**src/sv/wclk_pkg.sv**
```systemverilog
`timescale 1ns / 1ps
`default_nettype none

package wclk_pkg;

  localparam int NUM_COLS   = 11;
  localparam int NUM_ROWS   = 10;
  localparam int FRAME_ROWS = NUM_ROWS + 1;

  localparam logic [3:0] LAST_ROW = 4'(NUM_ROWS);

  // Register indexes of the configuration port.
  localparam logic [1:0] REG_RED   = 2'd0;
  localparam logic [1:0] REG_GREEN = 2'd1;
  localparam logic [1:0] REG_BLUE  = 2'd2;

  // First five-minute slot from which the next hour is named.
  localparam logic [3:0] HALF_TURN_SLOT = 4'd5;
  localparam logic [3:0] SLOT_COUNT     = 4'd12;

  typedef logic [4:0] word_t;
  typedef logic [NUM_COLS-1:0] row_mask_t;
  typedef logic [FRAME_ROWS-1:0][NUM_COLS-1:0] frame_t;

  localparam int W_COUNT = 23;

  localparam word_t W_ES          = 5'd0;
  localparam word_t W_IST         = 5'd1;
  localparam word_t W_MIN_FIVE    = 5'd2;
  localparam word_t W_MIN_TEN     = 5'd3;
  localparam word_t W_MIN_TWENTY  = 5'd4;
  localparam word_t W_QUARTER     = 5'd5;
  localparam word_t W_NACH        = 5'd6;
  localparam word_t W_VOR         = 5'd7;
  localparam word_t W_HALB        = 5'd8;
  localparam word_t W_UHR         = 5'd9;
  localparam word_t W_EIN         = 5'd10;
  localparam word_t W_EINS        = 5'd11;
  localparam word_t W_ZWEI        = 5'd12;
  localparam word_t W_DREI        = 5'd13;
  localparam word_t W_VIER        = 5'd14;
  localparam word_t W_HOUR_FIVE   = 5'd15;
  localparam word_t W_SECHS       = 5'd16;
  localparam word_t W_HOUR_SEVEN  = 5'd17;
  localparam word_t W_ACHT        = 5'd18;
  localparam word_t W_NEUN        = 5'd19;
  localparam word_t W_HOUR_TEN    = 5'd20;
  localparam word_t W_ELF         = 5'd21;
  localparam word_t W_HOUR_TWELVE = 5'd22;

  // Letter row of a word on the front plate.
  function automatic logic [3:0] word_row(input word_t w);
    logic [3:0] r;
    unique case (w)
      W_ES, W_IST, W_MIN_FIVE:                r = 4'd0;
      W_MIN_TEN, W_MIN_TWENTY:                r = 4'd1;
      W_QUARTER:                              r = 4'd2;
      W_NACH, W_VOR:                          r = 4'd3;
      W_HALB, W_HOUR_TWELVE:                  r = 4'd4;
      W_EIN, W_EINS, W_ZWEI, W_HOUR_SEVEN:    r = 4'd5;
      W_DREI, W_HOUR_FIVE:                    r = 4'd6;
      W_VIER, W_NEUN, W_ELF:                  r = 4'd7;
      W_ACHT, W_HOUR_TEN:                     r = 4'd8;
      W_UHR, W_SECHS:                         r = 4'd9;
      default:                                r = 4'd0;
    endcase
    return r;
  endfunction

  // Letters of a word, bit k being column k counted from the left.
  function automatic row_mask_t word_mask(input word_t w);
    logic [3:0] col;
    logic [3:0] len;
    unique case (w)
      W_ES:          begin col = 4'd0; len = 4'd2; end
      W_IST:         begin col = 4'd3; len = 4'd3; end
      W_MIN_FIVE:    begin col = 4'd7; len = 4'd4; end
      W_MIN_TEN:     begin col = 4'd0; len = 4'd4; end
      W_MIN_TWENTY:  begin col = 4'd4; len = 4'd7; end
      W_QUARTER:     begin col = 4'd4; len = 4'd7; end
      W_NACH:        begin col = 4'd2; len = 4'd4; end
      W_VOR:         begin col = 4'd7; len = 4'd3; end
      W_HALB:        begin col = 4'd0; len = 4'd4; end
      W_UHR:         begin col = 4'd8; len = 4'd3; end
      W_EIN:         begin col = 4'd2; len = 4'd3; end
      W_EINS:        begin col = 4'd2; len = 4'd4; end
      W_ZWEI:        begin col = 4'd0; len = 4'd4; end
      W_DREI:        begin col = 4'd0; len = 4'd4; end
      W_VIER:        begin col = 4'd7; len = 4'd4; end
      W_HOUR_FIVE:   begin col = 4'd7; len = 4'd4; end
      W_SECHS:       begin col = 4'd0; len = 4'd5; end
      W_HOUR_SEVEN:  begin col = 4'd5; len = 4'd6; end
      W_ACHT:        begin col = 4'd1; len = 4'd4; end
      W_NEUN:        begin col = 4'd3; len = 4'd4; end
      W_HOUR_TEN:    begin col = 4'd6; len = 4'd4; end
      W_ELF:         begin col = 4'd0; len = 4'd3; end
      W_HOUR_TWELVE: begin col = 4'd5; len = 4'd5; end
      default:       begin col = 4'd0; len = 4'd0; end
    endcase
    return row_mask_t'((row_mask_t'(1) << len) - row_mask_t'(1)) << col;
  endfunction

  // Hour word for dial hours two to twelve.
  function automatic word_t hour_word(input logic [3:0] h);
    word_t w;
    unique case (h)
      4'd2:    w = W_ZWEI;
      4'd3:    w = W_DREI;
      4'd4:    w = W_VIER;
      4'd5:    w = W_HOUR_FIVE;
      4'd6:    w = W_SECHS;
      4'd7:    w = W_HOUR_SEVEN;
      4'd8:    w = W_ACHT;
      4'd9:    w = W_NEUN;
      4'd10:   w = W_HOUR_TEN;
      4'd11:   w = W_ELF;
      default: w = W_HOUR_TWELVE;
    endcase
    return w;
  endfunction

endpackage

`default_nettype wire

```
**src/sv/wclk_decode.sv**
```systemverilog
`timescale 1ns / 1ps
`default_nettype none

module wclk_decode (
  input  wire logic [4:0]      hour_of_day,
  input  wire logic [5:0]      minute_of_hour,
  output wclk_pkg::frame_t     frame
);

  logic [9:0]                  min_x13;
  logic [3:0]                  slot;
  logic [5:0]                  slot_x5;
  logic [2:0]                  rest;
  logic [4:0]                  hour_base;
  logic [3:0]                  h_dial;
  logic [3:0]                  h_shown;
  logic                        words_on;
  logic [wclk_pkg::W_COUNT-1:0] word_en;
  wclk_pkg::row_mask_t         cols [wclk_pkg::NUM_ROWS];

  // floor(minute / 5) is exact as (minute * 13) >> 6 over the whole 6-bit range.
  assign min_x13  = 10'(minute_of_hour) * 10'd13;
  assign slot     = min_x13[9:6];
  assign slot_x5  = 6'({slot, 2'b00}) + 6'(slot);
  assign rest     = 3'(minute_of_hour - slot_x5);
  assign words_on = (slot < wclk_pkg::SLOT_COUNT);

  always_comb begin
    if (hour_of_day >= 5'd24) begin
      hour_base = hour_of_day - 5'd24;
    end else if (hour_of_day >= 5'd12) begin
      hour_base = hour_of_day - 5'd12;
    end else begin
      hour_base = hour_of_day;
    end
    h_dial = (hour_base == 5'd0) ? 4'd12 : hour_base[3:0];
    if (slot >= wclk_pkg::HALF_TURN_SLOT) begin
      h_shown = (h_dial == 4'd12) ? 4'd1 : h_dial + 4'd1;
    end else begin
      h_shown = h_dial;
    end
  end

  always_comb begin
    word_en = '0;
    word_en[wclk_pkg::W_ES]  = 1'b1;
    word_en[wclk_pkg::W_IST] = 1'b1;
    unique case (slot)
      4'd1: begin
        word_en[wclk_pkg::W_MIN_FIVE] = 1'b1;
        word_en[wclk_pkg::W_NACH]     = 1'b1;
      end
      4'd2: begin
        word_en[wclk_pkg::W_MIN_TEN] = 1'b1;
        word_en[wclk_pkg::W_NACH]    = 1'b1;
      end
      4'd3: begin
        word_en[wclk_pkg::W_QUARTER] = 1'b1;
        word_en[wclk_pkg::W_NACH]    = 1'b1;
      end
      4'd4: begin
        word_en[wclk_pkg::W_MIN_TWENTY] = 1'b1;
        word_en[wclk_pkg::W_NACH]       = 1'b1;
      end
      4'd5: begin
        word_en[wclk_pkg::W_MIN_FIVE] = 1'b1;
        word_en[wclk_pkg::W_VOR]      = 1'b1;
        word_en[wclk_pkg::W_HALB]     = 1'b1;
      end
      4'd6: begin
        word_en[wclk_pkg::W_HALB] = 1'b1;
      end
      4'd7: begin
        word_en[wclk_pkg::W_MIN_FIVE] = 1'b1;
        word_en[wclk_pkg::W_NACH]     = 1'b1;
        word_en[wclk_pkg::W_HALB]     = 1'b1;
      end
      4'd8: begin
        word_en[wclk_pkg::W_MIN_TWENTY] = 1'b1;
        word_en[wclk_pkg::W_VOR]        = 1'b1;
      end
      4'd9: begin
        word_en[wclk_pkg::W_QUARTER] = 1'b1;
        word_en[wclk_pkg::W_VOR]     = 1'b1;
      end
      4'd10: begin
        word_en[wclk_pkg::W_MIN_TEN] = 1'b1;
        word_en[wclk_pkg::W_VOR]     = 1'b1;
      end
      4'd11: begin
        word_en[wclk_pkg::W_MIN_FIVE] = 1'b1;
        word_en[wclk_pkg::W_VOR]      = 1'b1;
      end
      default: begin
      end
    endcase
    if (words_on) begin
      if (h_shown == 4'd1) begin
        if (slot == 4'd0) begin
          word_en[wclk_pkg::W_EIN] = 1'b1;
        end else begin
          word_en[wclk_pkg::W_EINS] = 1'b1;
        end
      end else begin
        word_en[wclk_pkg::hour_word(h_shown)] = 1'b1;
      end
      if (slot == 4'd0) begin
        word_en[wclk_pkg::W_UHR] = 1'b1;
      end
    end
  end

  always_comb begin
    for (int r = 0; r < wclk_pkg::NUM_ROWS; r++) begin
      cols[r] = '0;
    end
    for (int w = 0; w < wclk_pkg::W_COUNT; w++) begin
      if (word_en[w]) begin
        cols[wclk_pkg::word_row(wclk_pkg::word_t'(w))] =
          cols[wclk_pkg::word_row(wclk_pkg::word_t'(w))] |
          wclk_pkg::word_mask(wclk_pkg::word_t'(w));
      end
    end
  end

  // The strip runs in a serpentine, so odd rows are wired right to left.
  always_comb begin
    for (int r = 0; r < wclk_pkg::NUM_ROWS; r++) begin
      for (int k = 0; k < wclk_pkg::NUM_COLS; k++) begin
        if (r % 2 == 0) begin
          frame[r][k] = cols[r][k];
        end else begin
          frame[r][k] = cols[r][wclk_pkg::NUM_COLS-1-k];
        end
      end
    end
    frame[wclk_pkg::NUM_ROWS] =
      wclk_pkg::row_mask_t'((wclk_pkg::row_mask_t'(1) << rest) - wclk_pkg::row_mask_t'(1));
  end

endmodule

`default_nettype wire

```
**src/sv/wclk_serial.sv**
```systemverilog
`timescale 1ns / 1ps
`default_nettype none

module wclk_serial (
  input  wire logic             clk,
  input  wire logic             rst_n,
  input  wire logic             frame_valid,
  output      logic             frame_ready,
  input  wire wclk_pkg::frame_t frame,
  input  wire logic [23:0]      color,
  output      logic             out_tvalid,
  input  wire logic             out_tready,
  output      logic [39:0]      out_tdata,
  output      logic             out_tlast
);

  wclk_pkg::frame_t    frame_r, frame_nxt;
  logic                frame_vld_r, frame_vld_nxt;
  logic [3:0]          row_cnt_r, row_cnt_nxt;
  logic                out_vld_r, out_vld_nxt;
  logic [3:0]          out_row_r;
  wclk_pkg::row_mask_t out_mask_r;
  logic [23:0]         out_color_r;
  logic                out_last_r;
  logic                out_free;
  logic                emit;
  logic                last_emit;
  logic                load;

  assign out_free    = !out_vld_r || out_tready;
  assign emit        = frame_vld_r && out_free;
  assign last_emit   = emit && (row_cnt_r == wclk_pkg::LAST_ROW);
  assign frame_ready = !frame_vld_r || last_emit;
  assign load        = frame_valid && frame_ready;

  always_comb begin
    frame_nxt     = frame_r;
    frame_vld_nxt = frame_vld_r;
    row_cnt_nxt   = row_cnt_r;
    if (load) begin
      frame_nxt     = frame;
      frame_vld_nxt = 1'b1;
      row_cnt_nxt   = '0;
    end else if (last_emit) begin
      frame_vld_nxt = 1'b0;
      row_cnt_nxt   = '0;
    end else if (emit) begin
      frame_nxt   = wclk_pkg::frame_t'(frame_r >> wclk_pkg::NUM_COLS);
      row_cnt_nxt = row_cnt_r + 4'd1;
    end
    out_vld_nxt = out_free ? frame_vld_r : out_vld_r;
  end

  always_ff @(posedge clk) begin
    if (!rst_n) begin
      frame_vld_r <= 1'b0;
      row_cnt_r   <= '0;
      out_vld_r   <= 1'b0;
    end else begin
      frame_vld_r <= frame_vld_nxt;
      row_cnt_r   <= row_cnt_nxt;
      out_vld_r   <= out_vld_nxt;
    end
  end

  always_ff @(posedge clk) begin
    frame_r <= frame_nxt;
    if (emit) begin
      out_row_r   <= row_cnt_r;
      out_mask_r  <= frame_r[0];
      out_color_r <= color;
      out_last_r  <= (row_cnt_r == wclk_pkg::LAST_ROW);
    end
  end

  assign out_tvalid = out_vld_r;
  assign out_tdata  = {1'b0, out_color_r, out_mask_r, out_row_r};
  assign out_tlast  = out_last_r;

`ifndef SYNTHESIS
  a_row_in_range: assert property (@(posedge clk) disable iff (!rst_n)
    row_cnt_r <= wclk_pkg::LAST_ROW)
    else $error("row counter ran past the dots row");

  a_idle_row_zero: assert property (@(posedge clk) disable iff (!rst_n)
    !frame_vld_r |-> row_cnt_r == 4'd0)
    else $error("row counter not rewound while no frame is held");

  a_frame_kept: assert property (@(posedge clk) disable iff (!rst_n)
    emit && !last_emit |=> frame_vld_r && row_cnt_r == $past(row_cnt_r) + 4'd1)
    else $error("frame dropped before its dots row was sent");

  a_last_is_dots: assert property (@(posedge clk) disable iff (!rst_n)
    out_vld_r && out_last_r |-> out_row_r == wclk_pkg::LAST_ROW)
    else $error("end of frame flagged on a letter row");
`endif

endmodule

`default_nettype wire

```
**src/sv/german_word_clock_led_mask_unit.sv**
```systemverilog
`timescale 1ns / 1ps
`default_nettype none

// Channel  Direction  Word contents (low bit first)
// in_      slave      tdata: hour_of_day[4:0], minute_of_hour[10:5]
// out_     master     tdata: row_number[3:0], row_mask[14:4], pixel_color[38:15];
//                     tlast: last_row
// cfg_     write      index 0 red, 1 green, 2 blue; data 8 bits
//
// Each time word yields eleven output words, rows 0 to 9 then the dots row, one per cycle
// unless out_tready stalls; the single output row port sets the sustained input rate.
// Input register, decoded frame and output register are separate, so the next time word
// is taken while the previous frame is still being sent.
// Reset is synchronous and active low; colors return to full white.
// A stall on out_tready holds the output word and backs up into the input channel.

module german_word_clock_led_mask_unit (
  input  wire logic        clk,
  input  wire logic        rst_n,
  input  wire logic        in_tvalid,
  output      logic        in_tready,
  input  wire logic [15:0] in_tdata,   // hour_of_day, minute_of_hour
  output      logic        out_tvalid,
  input  wire logic        out_tready,
  output      logic [39:0] out_tdata,  // row_number, row_mask, pixel_color
  output      logic        out_tlast,
  input  wire logic        cfg_we,
  input  wire logic [1:0]  cfg_index,
  input  wire logic [7:0]  cfg_wdata
);

  logic             in_vld_r, in_vld_nxt;
  logic [4:0]       hour_r;
  logic [5:0]       minute_r;
  logic [7:0]       red_r, green_r, blue_r;
  logic             frame_ready;
  wclk_pkg::frame_t frame;

  assign in_tready  = !in_vld_r || frame_ready;
  assign in_vld_nxt = in_tready ? in_tvalid : in_vld_r;

  always_ff @(posedge clk) begin
    if (!rst_n) begin
      in_vld_r <= 1'b0;
    end else begin
      in_vld_r <= in_vld_nxt;
    end
  end

  always_ff @(posedge clk) begin
    if (in_tvalid && in_tready) begin
      hour_r   <= in_tdata[4:0];
      minute_r <= in_tdata[10:5];
    end
  end

  always_ff @(posedge clk) begin
    if (!rst_n) begin
      red_r   <= 8'hFF;
      green_r <= 8'hFF;
      blue_r  <= 8'hFF;
    end else if (cfg_we) begin
      unique case (cfg_index)
        wclk_pkg::REG_RED:   red_r   <= cfg_wdata;
        wclk_pkg::REG_GREEN: green_r <= cfg_wdata;
        wclk_pkg::REG_BLUE:  blue_r  <= cfg_wdata;
        default: begin
        end
      endcase
    end
  end

  wclk_decode u_decode (
    .hour_of_day    (hour_r),
    .minute_of_hour (minute_r),
    .frame          (frame)
  );

  wclk_serial u_serial (
    .clk         (clk),
    .rst_n       (rst_n),
    .frame_valid (in_vld_r),
    .frame_ready (frame_ready),
    .frame       (frame),
    .color       ({red_r, green_r, blue_r}),
    .out_tvalid  (out_tvalid),
    .out_tready  (out_tready),
    .out_tdata   (out_tdata),
    .out_tlast   (out_tlast)
  );

endmodule

`default_nettype wire
```
**config.mk**
```make
export PLATFORM = sky130hd
export DESIGN_NAME = german_word_clock_led_mask_unit
export DESIGN_NICKNAME = d
export VERILOG_FILES = /design/src/sv/wclk_pkg.sv /design/src/sv/wclk_decode.sv /design/src/sv/wclk_serial.sv /design/src/sv/german_word_clock_led_mask_unit.sv
export SDC_FILE = /design/constraint.sdc
export NUM_CORES = 1
export LEC_CHECK = 0
export ABC_AREA = 1
export BUFFER_PORTS_ARGS = -buffer_cell sky130_fd_sc_hd__buf_2
export CAP_MARGIN = 20
export CORE_AREA = 3 3 137 139
export DETAILED_ROUTE_END_ITERATION = 7
export DIE_AREA = 0 0 140 142
export PLACE_DENSITY = 0.78
export SLEW_MARGIN = 20
export SYNTH_ARGS = -nofsm -noshare
export SYNTH_HDL_FRONTEND = slang
export SYNTH_HIERARCHICAL = 1
export SYNTH_SLANG_ARGS = --single-unit
```
**constraint.sdc**
```tcl
create_clock -name clk -period 14.6 [get_ports clk]
set_input_delay 0.73 -clock clk [delete_from_list [all_inputs] [get_ports clk]]
set_output_delay 0.73 -clock clk [all_outputs]
set_load 0.01 [all_outputs]
```
After elaboration in Yosys (flattened, before gate mapping). Memory sizes are Yosys's and may differ from the RTL's. Index checks and enable logic that the tools add are counted. Widths: inputs -> output; s select.

Multiplexer cells: 249. $add $sub $neg: 30. Multipliers: 1. Bitwise operators: 49. Magnitude comparators: 52. Shift operators: 47. Reductions and logical operators: 51. Divide/modulo/power cells: 0. Equality and inequality tests: 17.

Operators with widths (number): $mux 110 (23); $bwmux 110 (22); $demux 11 s4 (23); $bmux 11 s4 (22); $mux 11 (70); $mux 121 (3); $sub 11x1->11 const B (24); $mux 4 (65); $or 11x11->11 (23); $shl 1x4->11 const A (23); $shl 11x4->11 (23); $ge 5x5->1 const B (24); $lt 5x1->1 const B (23); $not 4->5 (23); $and 110x110->110 (1); $logic_and 1x1->1 (28); $eq 4x4->1 const B (6); $mux 23 (1); $or 9x23->23 (1); $mux 5 (4); $eq 4x3->1 const B (4); $mux 1 (13); $shl 1x3->11 const A (1); $mul 6x4->10 const B (1); 30 further kinds (45).

Bits of input ports: 31. Word-level logic and storage cells: 522. Latch bits: 0. Bits in read-only memories: 256. Register bits after elaboration: 203. Output and inout bits: 43. Memories: 2. Bits in writable memories: 0.

Memory list: (name not given) (depth 16, width 11, read ports 1, clocked after memory_dff 0, write ports 0, RTL line wclk_decode.sv:120) `cols[wclk_pkg::word_row(wclk_pkg::word_t'(w))] |`; (name not given) (depth 16, width 5, read ports 1, clocked after memory_dff 0, write ports 0, RTL line wclk_pkg.sv:106) `unique case (h)`.

Longest topological paths before layout.
Depth in word-level cells: 160. Mapped depth: 27. Gate-level depth less buffers: 26.

By module. Netlist, hierarchy kept.

By module, submodules not included: wclk_serial (seq. area each 4954.8 um^2, cells each 600, area an instance 6792.8 um^2, times used 1); wclk_decode (seq. area each 0.0 um^2, cells each 368, area an instance 2378.5 um^2, times used 1); german_word_clock_led_mask_unit (seq. area each 830.8 um^2, cells each 127, area an instance 1350.0 um^2, times used 1).

Least setup slack after synthesis. No wires, ideal clock.

Path type: reg-to-reg. Start point: register minute_r[2]. End point: register u_serial/frame_r[116] in the netlist's numbering (data pin). Arrival time: 4574 ps. Period minus slack after synthesis: 4829 ps. Data required time: 14344 ps. Slack: 9771 ps. Stages on the path, launching flop included: 26. Buffers on the path: 0. Setup time: 256 ps. Path through: edfxtp_1 -> ha_1 -> inv_1 -> fa_1 -> inv_1 -> ha_1 -> nand2_1 -> inv_1 -> nand3_1 -> nand3_1 -> nand2_4 -> inv_1 -> ha_1 -> inv_1 -> ha_1 -> or2_2 -> fa_1 -> xor2_1 -> xor2_1 -> xor2_1 -> nand3_1 -> ha_1 -> o22ai_1 -> nor2_1 -> inv_1 -> nor2_1.

RTL lines: start: declaration (RTL line german_word_clock_led_mask_unit.sv:34) `logic [5:0] minute_r;`; start signal: assignment (RTL line german_word_clock_led_mask_unit.sv:53) `minute_r <= in_tdata[10:5];`; end signal: assignment (RTL line wclk_serial.sv:67) `frame_r <= frame_nxt;`; end: declaration (RTL line wclk_serial.sv:17) `wclk_pkg::frame_t frame_r, frame_nxt;`.

==> flow_summary.yaml <==
clock_tree:
  clkLatencyLatePin_ps: 500
  cts.reportedPaths.clkPinSlew_ps: 60
  cts-hold-fix-buffers: 0
  clockRootBuffer: "sky130_fd_sc_hd__clkbuf_16"
  numCtsBuffers: 22
  ctsResizeCount: 0
  clock_tree_sinks: 203
  cts.path.max_buffers: 3
  cts.repair_timing.setup_buffer_count: 0
  htree_levels: 1
  tritoncts_clock_tree: "yes"
floorplan:
  die_area_um2: 19900
  x_dimension_of_the_die_um: 140
  core.rowCount: 49
  top_level_ports: 74
  die_y_um: 142
  start_util: 0.592
  core-area_um2: 17800
route:
  drt-pass1-iter-count: 6
  detail_route.vias_per_cell: 5.25
  route.detailed.wl_per_inst_um: 13.3
  ant_nets: 0
  route.vias.total: 6958
  drc_errors: 0
  route.final.wire_length_um: 17700
  detailedRoute.firstIterationViolations: 523
logic_synthesis:
  synth-seq-cells: 203
  largest_area_contributor_in_the_synthesized_netlist: "sky130_fd_sc_hd__edfxtp_1"
  post_synthesis_xor_xnor_area_fraction: 0.00737
  post_synth_fa_ha_maj_area_fraction: 0.0438
  synthSimpleGateAreaFrac: 0.260
  yosys-top-cells-count: "sky130_fd_sc_hd__nand2_1, sky130_fd_sc_hd__edfxtp_1, sky130_fd_sc_hd__nand3_1"
  yosys.cell_count.top_type: "sky130_fd_sc_hd__nand2_1"
  synth.lib_cells_used.distinct: 42
  synth_enable_flop_cells: 172
  synth_top_area_share: 0.491
  ys.warnings.count: 6
  synth_async_sr_flop_share: 0
  synth_flop_cell: "sky130_fd_sc_hd__edfxtp_1"
  syn-mean-instance-area_um2: 9.61
  syn_inst_count: 1095
  post_synth_main_area_contributors: "sky130_fd_sc_hd__edfxtp_1, sky130_fd_sc_hd__nand2_1, sky130_fd_sc_hd__nand3_1, sky130_fd_sc_hd__buf_4, sky130_fd_sc_hd__dfxtp_1"
  syn_area_um2: 10500
  yosys-mux-area-fraction: 0
  compound_gate_fraction_of_synth_area: 0.0203
  combinational_family_with_the_most_area_after_synthesis: "simple AND/OR/NAND/NOR gates"
  synth_sequential_area_ratio: 0.550
global_route:
  number_of_antenna_violations_at_the_first_check_in_global_routing: 0
  grt_overflow_total: 0
  first_global_vias: 6520
  pin_count_of_the_biggest_net_entering_global_routing: 101
  grtUsageTotal: 0.179
  wire_length_of_the_first_global_routing_pass_um: 29900
power_and_ir_drop:
  power.combinational.fraction: 0.227
  p_int_mw: 1.16
  p_clk_frac: 0.331
  power_switching_share: 0.298
  seq_power_share: 0.441
  max-vdd-ir-drop_uv: 140
  powerDensity_nw_per_um2: 149
  p_leak_nw: 4.97
  power_switching_mw: 0.493
worst_setup_path:
  cp_slowest_cell: "sky130_fd_sc_hd__xor2_1"
  regToRegStartpoint: "minute_r[2]$_DFFE_PP_"
  r2r-end: "u_serial/frame_r[116]$_SDFFCE_PP0P_"
  cp.arrival_ps: 5720
  crit_path_cell_trace: "ha_1 > inv_1 > fa_1 > inv_1 > ha_1 > nand2_1 > o21ai_2 > nand2_1 > nand2_4 > inv_1 > ha_1 > inv_1 > ha_1 > or2_2 > fa_1 > xor2_1 > xor2_1 > xor2_1 > nand3_1 > ha_1 > o22ai_1 > nor2_1 > inv_1 > nor2_1"
  end_kind: "register"
  worst-endpoint-required_ps: 14810
  timing.critical_path.slowest_cell_delay_ps: 570
  ff2ff_setup_slack_ps: 9090
  startpoint: "minute_r[2]$_DFFE_PP_"
  start_kind: "register"
  critPathMaxFanout: 7
  worst-setup-path-type: "register to register"
  r2r.worst_path.cells: 24
timing:
  max_clock_freq_mhz: 182
  slew_limit_headroom: 0.366
  tightestPinTransition_ps: 952
  rsz0062_at_grt: "false"
  setup-tns-final_ps: 0
  period_needed_ps: 5510
  final_worst_path_period_share: 0.377
  fin_max_slew_vios: 0
  final_hold_viol_count: 0
  setup_violations: 0
  timing.clock.skew_ps: 13.5
place:
  gp_routability_congestion: 0.839
  io_buffer_count: 67
  detailedPlacementHpwl_um: 11000
  place.detailed.instances: 1286
layout:
  fillers: 1392
  multi_input_area_um2: 3630
  layoutNonFillerInstCount: 1325
  insertedDiodeCount: 0
  final-seq-area_um2: 5790
  layout_overhead_on_the_synthesized_area_pct: 5.67
  fraction_of_final_layout_cells_with_drive_strength_greater_than_1: 0.152
  final_nets: 1147
worst_hold_path:
  timing.hold.worst_endpoint: "minute_r[5]$_DFFE_PP_"
  worst_hold_depth: 1
  timing.hold.worst.class: "primary input to register"
  timing.hold.worst.start: "in_tdata[10]"
status:
  run_status: "completed"
job:
  timing.max_cap.violations: 0
==> power groups by stage <==
stage | combinational [mW] | sequential (mW) | clock (mW)
after detailed placement | 0.371 | 0.741 | 0
after global placement | 0.359 | 0.738 | 0
final | 0.375 | 0.729 | 0.547
after CTS | 0.375 | 0.729 | 0.559
after global routing | 0.434 | 0.734 | 0.582
after floorplan | 0.362 | 0.740 | 0
==> sequential cells by signal, indices dropped and copies added (netlist names), 4 cells and up <==
name / count
u_serial/out_row_r: 4
u_serial/frame_r: 121
green_r: 8
hour_r: 5
u_serial/row_cnt_r: 4
u_serial/out_color_r: 24
minute_r: 6
red_r: 8
u_serial/out_mask_r: 11
blue_r: 8
==> logic make-up (layout without fill, tap and decap cells) <==
kind of cell,after synthesis,after routing
other,3,29
flip-flops,203,203
buffers and inverters,220,195
AND/OR/NAND/NOR,594,594
AO/OA/AOI/OAI,32,32
XOR/XNOR,8,8
adder cells (fa/ha/maj),35,35
==> routing by layer <==
layer	vias to the layer above	track usage	part of all wire
met5	-	0	0
met4	0	0.0576	0.027
met3	36	0.0292	0.049
met2	178	0.319	0.51
met1	3238	0.224	0.41
li1	3506	-	-
==> stage by stage <==
stage / power [mW] / cell area [µm²] / util / worst slack, ps / hold slack [ps]
final: 1.65 / 11100 / 0.625 / 9090 / 407
after global routing: 1.75 / 11100 / 0.625 / 8640 / 386
after CTS: 1.66 / 11100 / 0.625 / 9100 / 385
after detailed placement: 1.11 / 10400 / 0.585 / 9230 / 405
after global placement: 1.10 / 10400 / 0.585 / 9330 / 401
after floorplan: 1.10 / 10600 / - / 9770 / 400
==> cells in the final DEF, fill, tap and decap left out, drive strengths merged <==
master	count
clkinvlp	1
nor2	58
a32o	1
dfxtp	31
xor2	6
a21oi	13
o21ai	12
nand2	338
o211ai	1
clkinv	10
nand3b	1
a21boi	2
clkbuf	25
buf	72
fa	3
inv	84
or2	2
nand4	21
a22o	1
ha	32
o21a	1
nand3	173
nor3	1
xnor2	2
bufinv	3
edfxtp	172
o22ai	1
conb	29
==> final cells by class <==
| type | instances | share of cell area |
|---|---|---|
| Multi-Input combinational cell | 698 | 0.327 |
| Clock inverter | 14 | 0.0143 |
| Sequential cell | 203 | 0.521 |
| Timing Repair Buffer | 72 | 0.0335 |
| Inverter | 84 | 0.0286 |
| Clock buffer | 25 | 0.0505 |
| Tap cell | 229 | 0.0258 |
==> how the worst max path moves through the flow <==
stage | endpoint
final | u_serial/frame_r[116]$_SDFFCE_PP0P_
after detailed placement | u_serial/frame_r[116]$_SDFFCE_PP0P_
after global routing | u_serial/frame_r[114]$_SDFFCE_PP0P_
after floorplan | u_serial/frame_r[116]$_SDFFCE_PP0P_
after CTS | u_serial/frame_r[116]$_SDFFCE_PP0P_
after global placement | u_serial/frame_r[116]$_SDFFCE_PP0P_
==> worst max-delay path, delay by kind of cell (launching register included) <==
kind / cells / cell delay [ps]
buffers and inverters: 5 / 250
and+or+nand+nor: 7 / 890
adders and majority gates: 7 / 2280
AOI/OAI and AO/OA: 2 / 360
DFF: 1 / 490
xor gates and xnor gates: 3 / 960
Power figures use the tool's default switching activity.
